$ cat src/rtl/core/uts_pkg.sv
// Shared types, widths and constants of the USB transfer TRB splitter.
// Used by every module of the block; depends on nothing else.

package uts_pkg;

  localparam int LEN_W      = 24;
  localparam int MBP_W      = 16;
  localparam int MPS_W      = 11;
  localparam int IDX_W      = 6;
  localparam int PK_W       = 5;
  localparam int CFG_IDX_W  = 4;
  localparam int CFG_DATA_W = 16;

  localparam int MAX_TRBS    = 64;
  localparam int TD_SIZE_CAP = 31;

  // Largest legal byte count is MAX_TRBS times the configured burst size.
  localparam int LIMIT_W = MBP_W + $clog2(MAX_TRBS + 1);
  localparam int CMP_W   = (LIMIT_W > LEN_W) ? LIMIT_W : LEN_W;

  // Packet thresholds k * max_packet_size for k below the TD size cap.
  localparam int THR_W = MPS_W + $clog2(TD_SIZE_CAP);

  localparam int QDEPTH = 2;
  localparam int QPTR_W = (QDEPTH > 1) ? $clog2(QDEPTH) : 1;
  localparam int QCNT_W = $clog2(QDEPTH + 1);

  localparam logic [CFG_IDX_W-1:0] REG_MAX_BURST  = CFG_IDX_W'(0);
  localparam logic [CFG_IDX_W-1:0] REG_MAX_PACKET = CFG_IDX_W'(1);

  typedef struct packed {
    logic [MBP_W-1:0] mbp;
    logic [MPS_W-1:0] mps;
  } cfg_t;

  typedef struct packed {
    logic             err;
    logic [LEN_W-1:0] total;
  } q_entry_t;

  typedef struct packed {
    logic push;
    logic pop;
  } q_ctrl_t;

  typedef enum logic {
    ST_IDLE,
    ST_RUN
  } back_state_t;

endpackage

$ cat src/rtl/core/uts_front.sv
// Front end of the TRB splitter: accepts a transfer length and classifies it.
// Depends on uts_pkg.

module uts_front import uts_pkg::*; (
  input  logic             start,
  input  logic [LEN_W-1:0] in_total_length,
  input  cfg_t             cfg,
  input  logic             q_full,
  output logic             busy,
  output logic             push,
  output q_entry_t         entry
);

  logic [CMP_W-1:0] limit;
  logic [CMP_W-1:0] total_ext;

  // A transfer needs too many chunks when it exceeds MAX_TRBS full chunks.
  assign limit     = CMP_W'(cfg.mbp) * CMP_W'(MAX_TRBS);
  assign total_ext = CMP_W'(in_total_length);

  assign busy        = q_full;
  assign push        = start & ~q_full;
  assign entry.err   = total_ext > limit;
  assign entry.total = in_total_length;

endmodule

$ cat src/rtl/core/uts_queue.sv
// Short queue of classified transfers between the front and back ends.
// Depends on uts_pkg.

module uts_queue import uts_pkg::*; (
  input  logic     clk,
  input  logic     rst_n,
  input  q_ctrl_t  ctrl,
  input  q_entry_t wr_entry,
  output q_entry_t rd_entry,
  output logic     full,
  output logic     empty
);

  q_entry_t          slot_r [QDEPTH];
  logic [QPTR_W-1:0] wr_ptr_r, wr_ptr_nxt;
  logic [QPTR_W-1:0] rd_ptr_r, rd_ptr_nxt;
  logic [QCNT_W-1:0] cnt_r, cnt_nxt;
  logic              do_push;
  logic              do_pop;

  assign full     = cnt_r == QCNT_W'(QDEPTH);
  assign empty    = cnt_r == '0;
  assign do_push  = ctrl.push & ~full;
  assign do_pop   = ctrl.pop & ~empty;
  assign rd_entry = slot_r[rd_ptr_r];

  always_comb begin
    wr_ptr_nxt = wr_ptr_r;
    rd_ptr_nxt = rd_ptr_r;
    cnt_nxt    = cnt_r;
    if (do_push) begin
      wr_ptr_nxt = (wr_ptr_r == QPTR_W'(QDEPTH - 1)) ? '0 : wr_ptr_r + 1'b1;
    end
    if (do_pop) begin
      rd_ptr_nxt = (rd_ptr_r == QPTR_W'(QDEPTH - 1)) ? '0 : rd_ptr_r + 1'b1;
    end
    if (do_push && !do_pop) begin
      cnt_nxt = cnt_r + 1'b1;
    end else if (do_pop && !do_push) begin
      cnt_nxt = cnt_r - 1'b1;
    end
  end

  always_ff @(posedge clk) begin
    if (!rst_n) begin
      wr_ptr_r <= '0;
      rd_ptr_r <= '0;
      cnt_r    <= '0;
    end else begin
      wr_ptr_r <= wr_ptr_nxt;
      rd_ptr_r <= rd_ptr_nxt;
      cnt_r    <= cnt_nxt;
    end
  end

  always_ff @(posedge clk) begin
    if (do_push) begin
      slot_r[wr_ptr_r] <= wr_entry;
    end
  end

endmodule

$ cat src/rtl/core/uts_back.sv
// Back end of the TRB splitter: walks one transfer chunk by chunk and
// computes the TD size of each chunk. Depends on uts_pkg.

module uts_back import uts_pkg::*; (
  input  logic              clk,
  input  logic              rst_n,
  input  cfg_t              cfg,
  input  logic              q_empty,
  input  q_entry_t          q_entry,
  output logic              pop,
  output logic              out_valid,
  output logic [IDX_W-1:0]  out_chunk_index,
  output logic [MBP_W-1:0]  out_chunk_length,
  output logic [PK_W-1:0]   out_packets_after,
  output logic              out_chain_flag,
  output logic              out_interrupt_on_done,
  output logic              out_first_chunk,
  output logic              out_error_code,
  output logic              out_last
);

  back_state_t      state_r, state_nxt;
  logic [LEN_W-1:0] rem_r, rem_nxt;
  logic [IDX_W-1:0] idx_r, idx_nxt;
  logic             first_r, first_nxt;
  logic             err_r, err_nxt;

  logic             chunk_fin;
  logic [MBP_W-1:0] chunk_len;
  logic [LEN_W-1:0] rem_left;

  // Chunk stage registers.
  logic             s1_valid_r, s1_valid_nxt;
  logic [IDX_W-1:0] s1_idx_r, s1_idx_nxt;
  logic [MBP_W-1:0] s1_len_r, s1_len_nxt;
  logic [LEN_W-1:0] s1_rem_r, s1_rem_nxt;
  logic             s1_fin_r, s1_fin_nxt;
  logic             s1_first_r, s1_first_nxt;
  logic             s1_err_r, s1_err_nxt;

  // Output stage registers.
  logic             o_valid_r;
  logic [IDX_W-1:0] o_idx_r;
  logic [MBP_W-1:0] o_len_r;
  logic [PK_W-1:0]  o_pk_r;
  logic             o_chain_r;
  logic             o_ioc_r;
  logic             o_first_r;
  logic             o_err_r;
  logic             o_last_r;

  logic [THR_W-1:0]       thr_r [TD_SIZE_CAP];
  logic [TD_SIZE_CAP-1:0] therm;
  logic [PK_W-1:0]        pk;

  assign chunk_fin = rem_r <= LEN_W'(cfg.mbp);
  assign chunk_len = chunk_fin ? rem_r[MBP_W-1:0] : cfg.mbp;
  assign rem_left  = rem_r - LEN_W'(chunk_len);

  always_comb begin
    state_nxt = state_r;
    case (state_r)
      ST_IDLE: begin
        if (!q_empty) begin
          state_nxt = ST_RUN;
        end
      end
      ST_RUN: begin
        if (err_r || chunk_fin) begin
          state_nxt = ST_IDLE;
        end
      end
      default: state_nxt = ST_IDLE;
    endcase
  end

  always_comb begin
    pop          = 1'b0;
    rem_nxt      = rem_r;
    idx_nxt      = idx_r;
    first_nxt    = first_r;
    err_nxt      = err_r;
    s1_valid_nxt = 1'b0;
    s1_idx_nxt   = s1_idx_r;
    s1_len_nxt   = s1_len_r;
    s1_rem_nxt   = s1_rem_r;
    s1_fin_nxt   = s1_fin_r;
    s1_first_nxt = s1_first_r;
    s1_err_nxt   = s1_err_r;
    case (state_r)
      ST_IDLE: begin
        if (!q_empty) begin
          pop       = 1'b1;
          rem_nxt   = q_entry.total;
          idx_nxt   = '0;
          first_nxt = 1'b1;
          err_nxt   = q_entry.err;
        end
      end
      ST_RUN: begin
        s1_valid_nxt = 1'b1;
        if (err_r) begin
          s1_idx_nxt   = '0;
          s1_len_nxt   = '0;
          s1_rem_nxt   = '0;
          s1_fin_nxt   = 1'b1;
          s1_first_nxt = 1'b0;
          s1_err_nxt   = 1'b1;
        end else begin
          s1_idx_nxt   = idx_r;
          s1_len_nxt   = chunk_len;
          s1_rem_nxt   = rem_left;
          s1_fin_nxt   = chunk_fin;
          s1_first_nxt = first_r;
          s1_err_nxt   = 1'b0;
          rem_nxt      = rem_left;
          idx_nxt      = idx_r + 1'b1;
          first_nxt    = 1'b0;
        end
      end
      default: begin
        pop = 1'b0;
      end
    endcase
  end

  // Thresholds track configuration; user must change it only while idle.
  always_ff @(posedge clk) begin
    for (int k = 0; k < TD_SIZE_CAP; k++) begin
      thr_r[k] <= THR_W'(k) * THR_W'(cfg.mps);
    end
  end

  // The remaining bytes exceed k packets for a run of low k; counting that
  // run gives the rounded-up packet count, already capped.
  always_comb begin
    for (int k = 0; k < TD_SIZE_CAP; k++) begin
      therm[k] = s1_rem_r > LEN_W'(thr_r[k]);
    end
    pk = PK_W'($countones(therm));
  end

  always_ff @(posedge clk) begin
    if (!rst_n) begin
      state_r    <= ST_IDLE;
      s1_valid_r <= 1'b0;
      o_valid_r  <= 1'b0;
    end else begin
      state_r    <= state_nxt;
      s1_valid_r <= s1_valid_nxt;
      o_valid_r  <= s1_valid_r;
    end
  end

  always_ff @(posedge clk) begin
    rem_r      <= rem_nxt;
    idx_r      <= idx_nxt;
    first_r    <= first_nxt;
    err_r      <= err_nxt;
    s1_idx_r   <= s1_idx_nxt;
    s1_len_r   <= s1_len_nxt;
    s1_rem_r   <= s1_rem_nxt;
    s1_fin_r   <= s1_fin_nxt;
    s1_first_r <= s1_first_nxt;
    s1_err_r   <= s1_err_nxt;
    o_idx_r    <= s1_idx_r;
    o_len_r    <= s1_len_r;
    o_pk_r     <= s1_err_r ? '0 : pk;
    o_chain_r  <= ~s1_fin_r & ~s1_err_r;
    o_ioc_r    <= s1_fin_r & ~s1_err_r;
    o_first_r  <= s1_first_r;
    o_err_r    <= s1_err_r;
    o_last_r   <= s1_fin_r;
  end

  assign out_valid             = o_valid_r;
  assign out_chunk_index       = o_idx_r;
  assign out_chunk_length      = o_len_r;
  assign out_packets_after     = o_pk_r;
  assign out_chain_flag        = o_chain_r;
  assign out_interrupt_on_done = o_ioc_r;
  assign out_first_chunk       = o_first_r;
  assign out_error_code        = o_err_r;
  assign out_last              = o_last_r;

`ifndef SYNTH
  a_chain_continues: assert property (@(posedge clk) disable iff (!rst_n)
    (o_valid_r && o_chain_r) |=> o_valid_r)
    else $error("chained chunk not followed by another chunk");

  a_chain_not_last: assert property (@(posedge clk) disable iff (!rst_n)
    (o_valid_r && o_chain_r) |-> (!o_last_r && !o_ioc_r && !o_err_r))
    else $error("chained chunk marked as final");

  a_error_alone: assert property (@(posedge clk) disable iff (!rst_n)
    (o_valid_r && o_err_r) |-> (o_last_r && !o_first_r && o_len_r == '0))
    else $error("error result carries chunk data");

  a_run_leaves_idle: assert property (@(posedge clk) disable iff (!rst_n)
    (state_r == ST_RUN && !err_r && !chunk_fin) |=> (state_r == ST_RUN))
    else $error("transfer walk stopped before its final chunk");
`endif

endmodule

$ cat src/rtl/core/usb_transfer_trb_splitter_core.sv
// Top level of the USB transfer TRB splitter: configuration registers and
// the front end, queue and back end. Depends on uts_pkg, uts_front,
// uts_queue and uts_back.

// How the block is used:
// A transfer length is offered on in_total_length with start; it is taken at
// a rising edge where start is high and busy is low. The front end checks at
// once whether the transfer needs more than MAX_TRBS chunks and places it in
// a two-entry queue, so busy rises only when that queue is full.
// The back end takes one queued transfer at a time and, while it walks a
// transfer, emits one result per cycle on the out_ ports, each marked by
// out_valid for exactly one cycle. The receiver cannot stall; every result
// shown is taken. An accepted transfer passes through the queue, the back
// end's transfer registers, the chunk stage and the output stage. The back
// end pops a transfer in ST_IDLE, then stays in ST_RUN for each of its
// chunks (one for a zero length or an error); the TD size of each chunk is
// found by comparing the bytes left against registered packet-size multiples.
// Configuration is written through cfg_valid/cfg_ready (always ready); the
// user must write it only while the block is idle, which the block does not
// enforce. Writes to unknown indexes are ignored. Synchronous reset restores
// a burst payload of 1024 and a packet size of 512 bytes and empties the
// queue and pipeline.

module usb_transfer_trb_splitter_core import uts_pkg::*; (
  input  logic                  clk,
  input  logic                  rst_n,
  input  logic                  start,
  output logic                  busy,
  input  logic [LEN_W-1:0]      in_total_length,
  input  logic                  cfg_valid,
  output logic                  cfg_ready,
  input  logic [CFG_IDX_W-1:0]  cfg_index,
  input  logic [CFG_DATA_W-1:0] cfg_data,
  output logic                  out_valid,
  output logic [IDX_W-1:0]      out_chunk_index,
  output logic [MBP_W-1:0]      out_chunk_length,
  output logic [PK_W-1:0]       out_packets_after,
  output logic                  out_chain_flag,
  output logic                  out_interrupt_on_done,
  output logic                  out_first_chunk,
  output logic                  out_error_code,
  output logic                  out_last
);

  logic [MBP_W-1:0] mbp_r;
  logic [MPS_W-1:0] mps_r;
  cfg_t             cfg;
  logic             cfg_write;

  q_ctrl_t          q_ctrl;
  q_entry_t         q_wr_entry;
  q_entry_t         q_rd_entry;
  logic             q_full;
  logic             q_empty;

  // The configuration channel never stalls.
  assign cfg_ready = 1'b1;
  assign cfg_write = cfg_valid & cfg_ready;

  always_ff @(posedge clk) begin
    if (!rst_n) begin
      mbp_r <= MBP_W'(1024);
      mps_r <= MPS_W'(512);
    end else if (cfg_write) begin
      case (cfg_index)
        REG_MAX_BURST:  mbp_r <= cfg_data[MBP_W-1:0];
        REG_MAX_PACKET: mps_r <= cfg_data[MPS_W-1:0];
        default:        mbp_r <= mbp_r;
      endcase
    end
  end

  // A zero size in either register behaves as a size of one byte.
  assign cfg.mbp = (mbp_r == '0) ? MBP_W'(1) : mbp_r;
  assign cfg.mps = (mps_r == '0) ? MPS_W'(1) : mps_r;

  uts_front u_front (
    .start           (start),
    .in_total_length (in_total_length),
    .cfg             (cfg),
    .q_full          (q_full),
    .busy            (busy),
    .push            (q_ctrl.push),
    .entry           (q_wr_entry)
  );

  uts_queue u_queue (
    .clk      (clk),
    .rst_n    (rst_n),
    .ctrl     (q_ctrl),
    .wr_entry (q_wr_entry),
    .rd_entry (q_rd_entry),
    .full     (q_full),
    .empty    (q_empty)
  );

  uts_back u_back (
    .clk                   (clk),
    .rst_n                 (rst_n),
    .cfg                   (cfg),
    .q_empty               (q_empty),
    .q_entry               (q_rd_entry),
    .pop                   (q_ctrl.pop),
    .out_valid             (out_valid),
    .out_chunk_index       (out_chunk_index),
    .out_chunk_length      (out_chunk_length),
    .out_packets_after     (out_packets_after),
    .out_chain_flag        (out_chain_flag),
    .out_interrupt_on_done (out_interrupt_on_done),
    .out_first_chunk       (out_first_chunk),
    .out_error_code        (out_error_code),
    .out_last              (out_last)
  );

endmodule
$ cat config.mk
export PLATFORM = sky130hd
export DESIGN_NAME = usb_transfer_trb_splitter_core
export DESIGN_NICKNAME = d
export VERILOG_FILES = /design/src/rtl/core/uts_pkg.sv /design/src/rtl/core/uts_front.sv /design/src/rtl/core/uts_queue.sv /design/src/rtl/core/uts_back.sv /design/src/rtl/core/usb_transfer_trb_splitter_core.sv
export SDC_FILE = /design/constraint.sdc
export NUM_CORES = 2
export LEC_CHECK = 0
export ABC_CLOCK_PERIOD_IN_PS = 7200
export BUFFER_PORTS_ARGS = -buffer_cell sky130_fd_sc_hd__buf_4
export CORE_ASPECT_RATIO = 1.75
export CORE_MARGIN = 2
export CORE_UTILIZATION = 55
export DETAILED_ROUTE_END_ITERATION = 7
export PLACE_DENSITY = 0.74
export REMOVE_ABC_BUFFERS = 1
export SETUP_SLACK_MARGIN = 0.15
export SYNTH_ARGS = -nofsm -noshare
export SYNTH_HDL_FRONTEND = slang
export SYNTH_SLANG_ARGS = --single-unit
$ cat constraint.sdc
create_clock -name clk -period 7.2 [get_ports clk]
set_clock_uncertainty 0.1 [all_clocks]
set_input_delay 0.72 -clock clk [delete_from_list [all_inputs] [get_ports clk]]
set_output_delay 0.72 -clock clk [all_outputs]
set_load 0.02 [all_outputs]
==> impl_metrics.toml <==
[drt]
vias = 24454
antenna_left = 0
wire_per_inst_um = 23.55
wirelength_um = 97110
met2_length_um = 49780
drc = 0
drt_iter0_markers = 1180
via_per_inst = 5.930
wl_met3_um = 4082
met1_length_um = 32640
top_layer = "met5"
drtPass1Iterations = 7

[synth]
syn_area_sq_um = 31070
ys_top_cells_by_count = "ha_1 (614), inv_1 (513), dfxtp_1 (248), a21oi_1 (185), a21o_1 (168)"
synth_cell_types = 88
async_flop_share_pct = 0
syn_inst = 3209
synth_top_cell_by_area = "ha_1"
synth_seq_cells = 379
yosys_warnings = 0
syn_avg_cell_area_sq_um = 9.682
synth-main-ff-cell = "dfxtp_1"
synth_most_common_cell = "ha_1"
yosysSeqAreaShare_pct = 28.64
synth_enable_flop_cells = 131
synth_top_area_share_pct = 24.73
synth.top_cells.by_area = "ha_1 (25%), dfxtp_1 (16%), edfxtp_1 (13%), fa_1 (8.8%), inv_1 (6.2%)"

[run_status]
status = "completed"

[setup_path]
crit_path_frequent_cell = "inv_1"
cp_max_fo = 3
start_kind = "register"
crit_path_end_kind = "register"
cp_slowest_cell = "fa_2"
arrival_ns = 7.15
worstSetupPathType = "register to register"
cp.required_ns = 7.52
crit_path_max_incr_delay_ns = 0.59

[timing]
setup_tns_ns = 0
grt_setup_unrepaired = "true"
setup_viol = 0
min_period_ns = 6.821
post-route-period-util_pct = 94.74
finalWorstSetupSlack_ns = 0.3789
fmax_mhz = 146.6
slew_violations = 0
hold_violations = 0
worst_pin_slew_ns = 1.198
slew_headroom_pct = 19.28

[grt]
track_usage_pct = 33.68
first_global_vias = 26512
grt_overflow_total = 0
grt_pass1_wl_um = 148300
antenna_found_initial = 2
grt_start_max_net_pins = 68

[place]
gp_congestion = 0.9812
dp_slack_ns = 0.05314
io_buffers = 81
hpwlAfterDp_um = 79710

[clock_tree]
root_buffer = "clkbuf_16"
cts_buffers = 39
cts_hold_buf = 0
clockBufferDepth = 3
cts_tree = "yes"
numClockSinks = 379
clkTransAtPathRegs_ns = 0.07
htreeDepth = 2
clk_latency_ns = 0.58

[job]
maxCapViolations = 0

[power]
p_leak_nw = 16.39
ir_worst_vdd_v = 0.0003418
power-per-cell-area_nw_per_um2 = 261.8

[die]
dieWidth_um = 183.7
pin_count = 83
rows = 115
die-area_sq_um = 58480
initial_core_util_pct = 55.51
die_h_um = 318.4
core_area_sq_um = 55970

[layout]
drive_gt1_share_pct = 8.711
area_growth_pct = 11.49
fin_nets = 4190

[hold_path]
holdCritPathClass = "register to register"
## cell type report
type | count | area [sq um]
fillers | 4567 | 21330
multi-input cells | 2276 | 20220
flip-flops and latches | 379 | 8902
inverters | 515 | 1933
repair buffers | 181 | 1383
clock buffers | 54 | 1169
well taps | 702 | 878.3
clock inverters | 16 | 155.1
diodes | 1 | 2.502
## worst paths after layout
path | startpoint | to | slack (ns) | cells past startpoint
worst max register to register | u_back.s1_rem_r[2] | u_back.out_packets_after[4] | 0.38 | 32
worst min register to register | u_back.s1_len_r[3] | u_back.out_chunk_length[3] | 0.23 | 0
worst min-delay path | u_back.s1_len_r[3] | u_back.out_chunk_length[3] | 0.23 | 0
worst max-delay path | u_back.s1_rem_r[2] | u_back.out_packets_after[4] | 0.38 | 32
## sequential cells by signal, indices dropped and copies added (netlist names), 11 cells and up, named ones only
name / count
u_queue.slot_r: 50
mbp_r: 16
u_back.out_chunk_length: 16
mps_r: 11
u_back.s1_rem_r: 24
u_back.s1_len_r: 16
u_back.rem_r: 24
u_back.thr_r: 181
## placed cells by master, fill, tap and decap left out, types with 29 or more instances in the layout
cell type and count:
fa_1 134, o21ai_0 97, ha_1 607, clkbuf_16 44
edfxtp_1 131, nor2b_1 78, a21oi_1 179, nor2_1 147
inv_1 509, xnor2_1 118, xor2_1 46, buf_4 177
nand4_1 73, nand2_1 134, o21bai_1 44, nor3_1 31
nand2b_1 32, nor4_1 29, a21o_1 168, dfxtp_1 247
nand3_1 39, o21a_1 45
## what timing repair did
action                     4_1_cts  5_1_grt
buffers inserted                 3        5
pin swaps                        1       14
setup endpoints to repair        1        3
gates resized for setup          1       27
## through the flow
| stage | utilization [%] | std cells | total power, W | hold WS (ns) | cell area (sq um) |
|---|---|---|---|---|---|
| floorplan | - | 3170 | 0.005453 | 0.2233 | 30910 |
| global placement | 59.18 | 4045 | 0.006685 | 0.2260 | 33120 |
| detailed placement | 59.18 | 4045 | 0.006858 | 0.2269 | 33120 |
| CTS | 61.59 | 4118 | 0.008995 | 0.2307 | 34470 |
| global route | 61.88 | 4123 | 0.009599 | 0.2439 | 34640 |
| finish | 61.89 | 4124 | 0.009068 | 0.2341 | 34640 |
## power by group
group	internal, W	switching [W]
combinational	0.00161	0.00239
sequential	0.00266	0.000285
clock	0.00122	0.000900
## worst max-delay path: cells and delay by family (launching register included)
family | cells | cell delay, ns
AOI/OAI and AO/OA | 10 | 1.48
xor gates and xnor gates | 1 | 0.13
adders and majority gates | 9 | 3.56
buffers and inverters | 9 | 0.60
DFF | 1 | 0.41
and+or+nand+nor | 3 | 0.37
## cell families after synthesis
family	Yosys count	share of synthesized area (%)
buffers and inverters	554	6.717
other	1	0.01207
xor gates and xnor gates	164	4.623
adders and majority gates	751	33.52
DFF	379	28.64
muxes	26	0.8699
AOI/OAI and AO/OA	706	15.21
and+or+nand+nor	628	10.41
## metal layers
layer  global-route usage [%]  vias up
li1                         -    11525
met1                    32.32    11700
met2                    61.88      795
met3                    4.174      432
met4                    30.10        2
met5                        0        -
Note: power is estimated with default switching activity, not from simulation.
